File: config.mk
export PLATFORM = sky130hd
export DESIGN_NAME = byte_fifo_with_search_unit_flat
export DESIGN_NICKNAME = d
export VERILOG_FILES = /design/src/sv/bfs_pkg.sv /design/src/sv/bfs_in_if.sv /design/src/sv/bfs_out_if.sv /design/src/sv/bfs_cell.sv /design/src/sv/byte_fifo_with_search_unit.sv /design/src/flat_wrapper.sv
export SDC_FILE = /design/constraint.sdc
export NUM_CORES = 1
export LEC_CHECK = 0
export BUFFER_PORTS_ARGS = -buffer_cell sky130_fd_sc_hd__buf_2
export CAP_MARGIN = 10
export CELL_PAD_IN_SITES_DETAIL_PLACEMENT = 1
export CELL_PAD_IN_SITES_GLOBAL_PLACEMENT = 2
export CORE_ASPECT_RATIO = 0.7
export CORE_MARGIN = 2
export CORE_UTILIZATION = 38
export CTS_CLUSTER_DIAMETER = 50
export DETAILED_ROUTE_END_ITERATION = 12
export PLACE_DENSITY_LB_ADDON = 0.05
export SLEW_MARGIN = 0
export SYNTH_ARGS = -nofsm -noshare
export SYNTH_HDL_FRONTEND = slang
export SYNTH_SLANG_ARGS = --single-unit
File: constraint.sdc
create_clock -name clk -period 2.7 [get_ports clk]
set_input_delay 0 -clock clk [delete_from_list [all_inputs] [get_ports clk]]
set_output_delay 0 -clock clk [all_outputs]
set_load 0.01 [all_outputs]
File: src/sv/bfs_pkg.sv
// ----------------------------------------------------------------------------
// bfs_pkg
// Shared constants and types for the byte queue with membership search.
// ----------------------------------------------------------------------------
package bfs_pkg;

  // Queue geometry.
  localparam int DEPTH = 16;
  localparam int IDX_W = $clog2(DEPTH);
  localparam int CNT_W = $clog2(DEPTH + 1);

  // Payload field widths.
  localparam int OP_W   = 3;
  localparam int BYTE_W = 8;
  localparam int OUT_CNT_W = 5;

  // Operation codes.
  localparam logic [OP_W-1:0] OP_ENQUEUE = 3'd0;
  localparam logic [OP_W-1:0] OP_DEQUEUE = 3'd1;
  localparam logic [OP_W-1:0] OP_SEARCH  = 3'd2;
  localparam logic [OP_W-1:0] OP_REPLACE = 3'd3;
  localparam logic [OP_W-1:0] OP_STATUS  = 3'd4;

  // Control broadcast to every cell of the chain.
  typedef struct packed {
    logic              shift;
    logic              wr_en;
    logic [IDX_W-1:0]  wr_idx;
    logic [BYTE_W-1:0] wr_data;
    logic [BYTE_W-1:0] key;
    logic [CNT_W-1:0]  count;
  } cell_ctl_t;

  // Status reported by one cell.
  typedef struct packed {
    logic [BYTE_W-1:0] data;
    logic              match;
    logic              is_back;
  } cell_stat_t;

endpackage

File: src/sv/bfs_in_if.sv
// ----------------------------------------------------------------------------
// bfs_in_if
// Operation channel: valid/ready handshake carrying one queue operation.
// ----------------------------------------------------------------------------
interface bfs_in_if import bfs_pkg::*; ();
  logic              valid;
  logic              ready;
  logic [OP_W-1:0]   operation;
  logic [BYTE_W-1:0] value;

  modport source (output valid, output operation, output value, input ready);
  modport sink   (input valid, input operation, input value, output ready);
endinterface

File: src/sv/bfs_out_if.sv
// ----------------------------------------------------------------------------
// bfs_out_if
// Result channel: valid/ready handshake carrying the outcome and a queue snapshot.
// ----------------------------------------------------------------------------
interface bfs_out_if import bfs_pkg::*; ();
  logic                 valid;
  logic                 ready;
  logic                 accepted;
  logic                 found;
  logic [BYTE_W-1:0]    front_value;
  logic [BYTE_W-1:0]    back_value;
  logic [OUT_CNT_W-1:0] entry_count;
  logic                 is_empty;

  modport source (output valid, output accepted, output found, output front_value,
                  output back_value, output entry_count, output is_empty,
                  input ready);
  modport sink   (input valid, input accepted, input found, input front_value,
                  input back_value, input entry_count, input is_empty,
                  output ready);
endinterface

File: src/sv/bfs_cell.sv
// ----------------------------------------------------------------------------
// bfs_cell
// One queue slot: holds a byte, shifts toward the front on dequeue, and
// compares its byte against the search key.
// ----------------------------------------------------------------------------
module bfs_cell import bfs_pkg::*; (
  input  logic              clk,
  input  logic [IDX_W-1:0]  idx,
  input  cell_ctl_t         ctl,
  input  logic [BYTE_W-1:0] nbr_data,
  output cell_stat_t        stat
);

  logic [BYTE_W-1:0] data_r;
  logic [BYTE_W-1:0] data_nxt;
  logic [CNT_W-1:0]  pos;
  logic              live;

  // Position of this slot widened to the count width.
  assign pos  = CNT_W'(idx);
  assign live = (pos < ctl.count);

  // Take the neighbor's byte on a dequeue, or a new byte when addressed.
  always_comb begin
    data_nxt = data_r;
    if (ctl.shift) begin
      data_nxt = nbr_data;
    end else if (ctl.wr_en && (ctl.wr_idx == idx)) begin
      data_nxt = ctl.wr_data;
    end
  end

  always_ff @(posedge clk) begin
    data_r <= data_nxt;
  end

  // Report the byte, a match against the key, and whether this is the newest entry.
  assign stat.data    = data_r;
  assign stat.match   = live && (data_r == ctl.key);
  assign stat.is_back = ((pos + CNT_W'(1)) == ctl.count);

endmodule

File: src/sv/byte_fifo_with_search_unit.sv
// Two register stages: an accepted operation passes the pending stage, then the output register.
// Throughput: one operation per cycle while results are taken, set by the
// single pending stage in front of the output register.
// Reset clears the entry count, the pending stage and the output valid flag;
// slot contents are not cleared and are only read once written.
// ----------------------------------------------------------------------------
// byte_fifo_with_search_unit
// Byte queue built as a shifting chain of slots, front at slot zero, with a
// parallel membership search across all live slots.
// ----------------------------------------------------------------------------
module byte_fifo_with_search_unit import bfs_pkg::*; (
  input  logic      clk,
  input  logic      rst_n,
  bfs_in_if.sink    in_chan,
  bfs_out_if.source out_chan
);

  cell_ctl_t         ctl;
  cell_stat_t        stat [DEPTH];
  logic [BYTE_W-1:0] nbr  [DEPTH];

  logic [CNT_W-1:0]  count_r;
  logic [CNT_W-1:0]  count_nxt;
  logic              pend_r;
  logic              pend_acc_r;
  logic              pend_found_r;
  logic              acc_nxt;
  logic              found_nxt;
  logic              in_fire;
  logic              out_load;
  logic              any_match;
  logic              empty;
  logic              full;
  logic [BYTE_W-1:0] back_data;

  logic                 out_valid_r;
  logic                 out_acc_r;
  logic                 out_found_r;
  logic [BYTE_W-1:0]    out_front_r;
  logic [BYTE_W-1:0]    out_back_r;
  logic [OUT_CNT_W-1:0] out_count_r;
  logic                 out_empty_r;

  // Handshake: the pending stage drains into the output register.
  assign out_load      = pend_r && (!out_valid_r || out_chan.ready);
  assign in_chan.ready = !pend_r || out_load;
  assign in_fire       = in_chan.valid && in_chan.ready;

  assign empty = (count_r == '0);
  assign full  = (count_r == CNT_W'(DEPTH));

  // Decode the operation into chain control and the item outcome.
  always_comb begin
    ctl.shift   = 1'b0;
    ctl.wr_en   = 1'b0;
    ctl.wr_idx  = count_r[IDX_W-1:0];
    ctl.wr_data = in_chan.value;
    ctl.key     = in_chan.value;
    ctl.count   = count_r;
    count_nxt   = count_r;
    acc_nxt     = 1'b0;
    found_nxt   = 1'b0;
    unique case (in_chan.operation)
      OP_ENQUEUE: begin
        if (!full) begin
          ctl.wr_en = in_fire;
          acc_nxt   = 1'b1;
          if (in_fire) begin
            count_nxt = count_r + CNT_W'(1);
          end
        end
      end
      OP_DEQUEUE: begin
        if (!empty) begin
          ctl.shift = in_fire;
          acc_nxt   = 1'b1;
          if (in_fire) begin
            count_nxt = count_r - CNT_W'(1);
          end
        end
      end
      OP_SEARCH: begin
        acc_nxt   = !empty;
        found_nxt = any_match;
      end
      OP_REPLACE: begin
        if (!empty) begin
          ctl.wr_en  = in_fire;
          ctl.wr_idx = IDX_W'(count_r - CNT_W'(1));
          acc_nxt    = 1'b1;
        end
      end
      OP_STATUS: begin
        acc_nxt = 1'b1;
      end
      default: begin
        acc_nxt = 1'b0;
      end
    endcase
  end

  // Chain of slots; each takes its upper neighbor's byte on a dequeue.
  for (genvar i = 0; i < DEPTH; i++) begin : g_cell
    if (i == DEPTH - 1) begin : g_last
      assign nbr[i] = '0;
    end else begin : g_mid
      assign nbr[i] = stat[i+1].data;
    end
    bfs_cell u_cell (
      .clk      (clk),
      .idx      (IDX_W'(i)),
      .ctl      (ctl),
      .nbr_data (nbr[i]),
      .stat     (stat[i])
    );
  end

  // Gather the match flags and the newest entry's byte.
  always_comb begin
    any_match = 1'b0;
    back_data = '0;
    for (int i = 0; i < DEPTH; i++) begin
      any_match = any_match | stat[i].match;
      back_data = back_data | (stat[i].is_back ? stat[i].data : '0);
    end
  end

  // Control registers.
  always_ff @(posedge clk) begin
    if (!rst_n) begin
      count_r     <= '0;
      pend_r      <= 1'b0;
      out_valid_r <= 1'b0;
    end else begin
      count_r <= count_nxt;
      if (in_fire) begin
        pend_r <= 1'b1;
      end else if (out_load) begin
        pend_r <= 1'b0;
      end
      if (out_load) begin
        out_valid_r <= 1'b1;
      end else if (out_chan.ready) begin
        out_valid_r <= 1'b0;
      end
    end
  end

  // Payload registers: outcome of the accepted item, then the snapshot.
  always_ff @(posedge clk) begin
    if (in_fire) begin
      pend_acc_r   <= acc_nxt;
      pend_found_r <= found_nxt;
    end
    if (out_load) begin
      out_acc_r   <= pend_acc_r;
      out_found_r <= pend_found_r;
      out_front_r <= empty ? '0 : stat[0].data;
      out_back_r  <= back_data;
      out_count_r <= OUT_CNT_W'(count_r);
      out_empty_r <= empty;
    end
  end

  assign out_chan.valid       = out_valid_r;
  assign out_chan.accepted    = out_acc_r;
  assign out_chan.found       = out_found_r;
  assign out_chan.front_value = out_front_r;
  assign out_chan.back_value  = out_back_r;
  assign out_chan.entry_count = out_count_r;
  assign out_chan.is_empty    = out_empty_r;

  // The entry count never passes the queue depth.
  a_count_range: assert property (@(posedge clk) disable iff (!rst_n)
    count_r <= CNT_W'(DEPTH))
    else $error("entry count above depth");

  // An accepted enqueue on a queue with room adds exactly one entry.
  a_enq_count: assert property (@(posedge clk) disable iff (!rst_n)
    (in_fire && (in_chan.operation == OP_ENQUEUE) && !full)
      |=> (count_r == $past(count_r) + CNT_W'(1)))
    else $error("enqueue did not add one entry");

  // An accepted dequeue on a non-empty queue removes exactly one entry.
  a_deq_count: assert property (@(posedge clk) disable iff (!rst_n)
    (in_fire && (in_chan.operation == OP_DEQUEUE) && !empty)
      |=> (count_r == $past(count_r) - CNT_W'(1)))
    else $error("dequeue did not remove one entry");

  // Every accepted item leaves a pending result behind it.
  a_pend_set: assert property (@(posedge clk) disable iff (!rst_n)
    in_fire |=> pend_r)
    else $error("accepted item lost before the output stage");

endmodule
File: src/flat_wrapper.sv
// flat-port wrapper written by rule: the top's interface ports become plain ports
module byte_fifo_with_search_unit_flat import bfs_pkg::*;
  (clk, rst_n, in_chan_valid, in_chan_operation, in_chan_value, in_chan_ready, out_chan_valid, out_chan_accepted, out_chan_found, out_chan_front_value, out_chan_back_value, out_chan_entry_count, out_chan_is_empty, out_chan_ready);
  bfs_in_if in_chan_i ();
  bfs_out_if out_chan_i ();
  input  logic clk;
  input  logic rst_n;
  input wire logic [$bits(in_chan_i.valid)-1:0] in_chan_valid;
  input wire logic [$bits(in_chan_i.operation)-1:0] in_chan_operation;
  input wire logic [$bits(in_chan_i.value)-1:0] in_chan_value;
  output wire logic [$bits(in_chan_i.ready)-1:0] in_chan_ready;
  output wire logic [$bits(out_chan_i.valid)-1:0] out_chan_valid;
  output wire logic [$bits(out_chan_i.accepted)-1:0] out_chan_accepted;
  output wire logic [$bits(out_chan_i.found)-1:0] out_chan_found;
  output wire logic [$bits(out_chan_i.front_value)-1:0] out_chan_front_value;
  output wire logic [$bits(out_chan_i.back_value)-1:0] out_chan_back_value;
  output wire logic [$bits(out_chan_i.entry_count)-1:0] out_chan_entry_count;
  output wire logic [$bits(out_chan_i.is_empty)-1:0] out_chan_is_empty;
  input wire logic [$bits(out_chan_i.ready)-1:0] out_chan_ready;
  assign in_chan_i.valid = in_chan_valid;
  assign in_chan_i.operation = in_chan_operation;
  assign in_chan_i.value = in_chan_value;
  assign in_chan_ready = in_chan_i.ready;
  assign out_chan_valid = out_chan_i.valid;
  assign out_chan_accepted = out_chan_i.accepted;
  assign out_chan_found = out_chan_i.found;
  assign out_chan_front_value = out_chan_i.front_value;
  assign out_chan_back_value = out_chan_i.back_value;
  assign out_chan_entry_count = out_chan_i.entry_count;
  assign out_chan_is_empty = out_chan_i.is_empty;
  assign out_chan_i.ready = out_chan_ready;
  byte_fifo_with_search_unit u_core (.clk(clk), .rst_n(rst_n), .in_chan(in_chan_i), .out_chan(out_chan_i));
endmodule
# After elaboration in Yosys (flattened, before gate mapping)
# Cells that the tools add are included.
# word_totals
output_inout_bits	26
wordCells	257
input_bits	15
mem_bits_rw	0
romBits	0
register_bits	161
latch_bits	0
memories	0
# classes
eq_ne	56
n_bitwise	30
div_mod_pow	0
addsub	2
mux	64
n_shift	0
reduce_logical	62
magnitude_cmp	16
multipliers	0
# op_table
cell	count
$mux W8	46
$eq A8 B8 Y1	16
$or A8 B8 Y8	15
$eq A4 B5 Y1 const A	8
$lt A4 B5 Y1 const A	8
$reduce_bool A2 Y1	18
$logic_and A1 B1 Y1	34
$eq A4 B4 Y1 const B	8
$mux W5	5
$eq A3 B5 Y1 const A	4
$lt A3 B5 Y1 const A	4
$eq A4 B3 Y1 const B	4
$or A1 B1 Y1	15
$eq A2 B5 Y1 const A	2
$lt A1 B5 Y1 const A	2
$lt A2 B5 Y1 const A	2
$pmux W5 S2	1
$mux W1	9
$eq A4 B2 Y1 const B	2
$eq A3 B2 Y1 const B	2
$add A5 B1 Y5 const B	1
$eq A1 B5 Y1 const A	1
$eq A5 B5 Y1 const A	1
$eq A5 B5 Y1 const B	1
other kinds (16)	21

# Logic depth before layout (Yosys ltp)
# logic_depth
word_depth	17
mapped_depth	10
depth_no_buf	8

# Modules after synthesis
# Synthesis repeated with hierarchy kept, for this count alone.
# unflattened
cells_unflattened	1165
area_unflattened_um2	12886.1
# modules_own_cells
mod	cells_per_inst	seq_area_each_um2	n_inst	area_per_inst_um2
bfs_cell	60	240.2	16	671.9
byte_fifo_with_search_unit	205	920.9	1	2135.8

# Worst setup path before layout
# No wires, ideal clock.
# synth_timing
path_kind	reg2reg
start	register u_core.count_r[0]
end	register u_core.g_cell[3].u_cell.data_r[0], enable pin
arrival_ns	2.575
stages_incl_launch_ff	9
setup_ns	0.384
required_ns	2.316
slack_ns	-0.259
synth_period_minus_slack_ns	2.959
path_buffers	2
path_cell_list	dfxtp_1 -> clkinv_1 -> ha_1 -> nor4b_2 -> buf_6 -> nor4_1 -> o2111ai_1 -> clkbuf_1 -> o21ai_0
# synth_via
elab_chain_len	6
elab_cells_between_ends	12
classes_between	add/sub: 1; eq/ne: 2; mux: 6; reduce/logical: 3
# synth_rtl
element	line	source
start: declaration	byte_fifo_with_search_unit.sv:22	logic [CNT_W-1:0] count_r;
start signal: assignment	byte_fifo_with_search_unit.sv:135	count_r <= count_nxt;
$sub A5 B1 Y5 / $logic_not A5 Y1 (equally long branches)	byte_fifo_with_search_unit.sv:89, byte_fifo_with_search_unit.sv:49	
$mux W5	byte_fifo_with_search_unit.sv:87	if (!empty) begin
$mux W4	byte_fifo_with_search_unit.sv:63	unique case (in_chan.operation)
$eq A4 B2 Y1	bfs_cell.sv:28	end else if (ctl.wr_en && (ctl.wr_idx == idx)) begin
$logic_and A1 B1 Y1	bfs_cell.sv:28	
$reduce_bool A2 Y1 (no source line) (*)	--	
end signal: assignment	bfs_cell.sv:34	data_r <= data_nxt;
end: declaration	bfs_cell.sv:14	logic [BYTE_W-1:0] data_r;
# Every way passes the cells marked *; elsewhere a longest branch is shown, timed or not.
# A chain may end at the register's enable or synchronous reset.

# Final worst setup path
# layout_timing
start	register u_core.count_r[3]
end	register u_core.out_back_r[0], in the netlist u_core.out_chan.back_value[0] (data pin)
# layout_via
elab_chain_len	17
elab_cells_between_ends	47
classes_between	eq/ne: 16; mux: 16; bitwise: 15
# layout_rtl
element	line	source
$eq A1 B5 Y1 / $eq A2 B5 Y1 (equally long branches)	bfs_cell.sv:40	assign stat.is_back = ((pos + CNT_W'(1)) == ctl.count);
$mux W8	byte_fifo_with_search_unit.sv:124	back_data = back_data | (stat[i].is_back ? stat[i].data : '0);
$or A8 B8 Y8 (14 in series)	byte_fifo_with_search_unit.sv:124	
$or A8 B8 Y8 (*)	byte_fifo_with_search_unit.sv:124	
named net u_core.back_data[0]	byte_fifo_with_search_unit.sv:34	logic [BYTE_W-1:0] back_data;
end signal: assignment	byte_fifo_with_search_unit.sv:159	out_back_r <= back_data;
end: declaration	byte_fifo_with_search_unit.sv:40	logic [BYTE_W-1:0] out_back_r;
# Mark *: on every way through the listed nets, which the timed path passes. The rest lies on a longest branch.

==> summary.md <==
| Metric | Value |
|---|---|
| Status | complete, no violations |
| Syn_nets | 815 |
| DRC | 0 |
| CTS root buf | clkbuf_16 |
| Reg2reg start | u_core.count_r[3] |
| Crit. Startpoint | u_core.count_r[3] |
| Sink Count | 161 |
| FF+latch count, synth | 161 |
| Clk Latency, worst-skew pair | 0.45 ns |
| TritonCTS clock tree | yes |
| Initial cell density of the core | slightly below 40% |
| Hold WC Path Type | input port to flip-flop |
| CP Max Fanout | 12 |
| Final wirelength | 35800 µm |
| PortBufs | 40 |
| Yosys warnings | 0 |
| Worst-path clk slew | ~0.07 ns |
| Syn Std Cell Area | 9120 µm² |
| Crit end category | flip-flop |
| Antenna diodes | 0 |
| First-pass GRT wire length | between 50000 and 60000 µm |
| Synth Flop Type | edfxtp_1 |
| Final Skew | 0.0128 ns |
| Worst-path cell chain | buf_4, nor2_1, nand2_1, nor3_1, a222oi_1, nand4_1 |
| Num CTS Buffers | 17 |
| Largest net degree at the start of global routing | 73 |
| Area post-placement | 9900 µm² |
| Die Area | 25300 µm² |
| Site Rows | 47 |
| GRT overflow | 0 |
| Final Hold Fails | 0 |
| Mean Syn Cell Area | 11.5 µm² |
| Worst path slowest cell | nor3_1 |
| CP Class | flip-flop to flip-flop |
| Crit start category | flip-flop |
| Vias/cell | 6.10 |
| Finished Cell Area | ~11000 µm² |
| Max Slew Vio Count | 0 |
| Final period util | 98.3% |
| Drt first-iter violations | 1041 |
| Max Cap Violations | 0 |
| Layout Nets | around 880 |
| Setup violations, final | 0 |
| Unrepaired setup endpoints after global routing | no |
| Most area-hungry cell type in the Yosys netlist | edfxtp_1 |
| Layout cells sized above 1 | 18.7% |
| Min Tclk post-route | ~2.7 ns |
| Final design utilization | 44.8% |
| Syn Inst Count | ~800 |
| Register area share after synthesis | 51.4% |
| DR pass1 iterations | 5 |
| Static Leak | 4.13 nW |
| WP data required | 2.98 ns |
| Area growth syn-to-layout | 15.8% |
| Die height | roughly 130 µm |
| Post-DR wirelength/cell | 30.2 µm |
| Worst slack, placed | -0.124 ns |
| Max_slew headroom | 27.7% |
| Yosys top cell area share | about half |
| Tot GR Track Use | between 20% and 30% |
| VDD IR max | ~0.00044 V |
| Top post-synthesis cells by area | edfxtp_1 48%, a21o_1 10%, xor2_1 7.6%, xnor2_1 5.2%, dfxtp_1 3.3% |
| Max clock buf depth | 2 |
| Vias in the first global route | 7321 |
| Worst EP arrival | 2.94 ns |
| Yosys cell types | 60 |
| H-tree depth | 4 |
| Least-Margin Pin Slew | 1.08 ns |
| Antenna violations before repair | 0 |
| CP peak stage delay | 0.83 ns |
| Max Freq | 377 MHz |
| Number of synthesized flops with an enable pin | 146 |
| Vias | between 7000 and 8000 |
| Final Wtd Congestion | 0.963 |
| PnR worst setup slack | 0.0458 ns |
| Pwr per Cell Area | 545 nW/µm² |
| DRT antenna net count | 0 |
| Half-perimeter wire length after placement | 26800 µm |
| Hold_sp | in_chan_operation[2] |
| Core area | 23600 µm² |
| IO Pins | 41 |
| Ys async rst share | 0% |
| Die W | 189 µm |
## where the power goes
group	internal (W)	switching, W
Clock	0.00127	0.00111
Combinational	0.000230	0.000340
Sequential	0.00277	0.0000351
## per-stage QoR
stage	hold slack, ns	power [W]	TNS [ns]	std cells
2_1_floorplan	0.118	0.00320	-7.77	795
3_3_place_gp	0.221	0.00339	-0.504	1145
3_5_place_dp	0.229	0.00340	-2.18	1145
4_1_cts	0.00618	0.00576	0	1183
5_1_grt	0.0215	0.00592	0	1186
6_report	0.0161	0.00576	0	1186
## critical path: cells and delay by family, from the launching register on
kind                   cells  cell delay [ns]
AND/OR/NAND/NOR            4             1.52
buffers and inverters      1             0.24
AO/OA/AOI/OAI              1             0.30
flip-flops                 1             0.43
## Yosys cell counts, drive strengths merged (7+ instances only)
cell,count
o21ai,35
and2,10
edfxtp,146
a222oi,16
mux2i,10
clkbuf,26
xnor2,54
dfxtp,15
nor2,27
nand4,21
inv,7
nor3,11
a221oi,16
nor2b,10
a21oi,20
a22oi,13
buf,41
nand2,31
nand3,10
nor4,23
a21o,121
xor2,79
## layer usage
metal / global-route usage [%] / wire, µm
met1: 41.8 / 16600
met2: 42.0 / 15100
met3: 8.88 / 3420
met4: 7.94 / 656
met5: 0 / 0
## cells in the final DEF (no fill, tap or decap), drive strengths merged, types with 5 or more instances in the layout
cell type / synthesis / final
nor2b: 10 / 10
a21oi: 20 / 20
inv: 7 / 15
nand3: 10 / 10
mux2i: 10 / 10
a222oi: 16 / 16
buf: 41 / 104
o21ai: 35 / 35
a22oi: 13 / 13
nand4: 21 / 21
edfxtp: 146 / 146
nor4: 23 / 23
a21o: 121 / 121
nor3b: 5 / 5
xnor2: 54 / 54
a31oi: 5 / 5
clkbuf: 26 / 19
and2: 10 / 10
ha: 5 / 5
clkinv: 1 / 5
xor2: 79 / 79
or3: 5 / 5
nor2: 27 / 27
nor3: 11 / 11
dfxtp: 15 / 15
nand2: 31 / 31
a221oi: 16 / 16
## logic make-up after synthesis
kind of cell | share of synthesized area (%)
and+or+nand+nor | 10.4
buffers and inverters | 4.28
AOI/OAI and AO/OA | 19.4
muxes | 1.10
xor gates and xnor gates | 12.8
adders and majority gates | 0.686
DFF | 51.4
## registers in the layout, summed over array words and instances (netlist names), 5 cells and up
signal	flops
u_core.g_cell.u_cell.data_r	128
u_core.out_chan.front_value	8
u_core.out_chan.entry_count	5
u_core.count_r	5
u_core.out_chan.back_value	8
## repair_timing
| action | 4_1_cts | 5_1_grt |
|---|---|---|
| hold buffers | 4 | 0 |
| gates cloned | 0 | 0 |
| buffers inserted | 2 | 3 |
| hold endpoints to repair | 7 | 0 |
| endpoints found under the setup margin | 56 | 100 |
| gates resized for setup | 1 | 4 |
| pin swaps | 0 | 1 |
## worst paths after layout
path,to,slack [ns],depth (start not counted)
max,u_core.out_chan.back_value[0],0.05,6
min,u_core.pend_found_r,0.02,3
max reg2reg,u_core.out_chan.back_value[0],0.05,6
min reg2reg,u_core.out_chan.accepted,0.43,0
## cell type report
class / instances / area (µm²)
Clock inverter: 13 / 96.3
Clock buffer: 19 / 464
Tap cell: 318 / 398
Multi-Input combinational cell: 559 / 4120
Fill cell: 2511 / 13000
Timing Repair Buffer: 108 / 771
Sequential cell: 161 / 4690
Inverter: 8 / 30.0
Power figures use the tool's default switching activity.
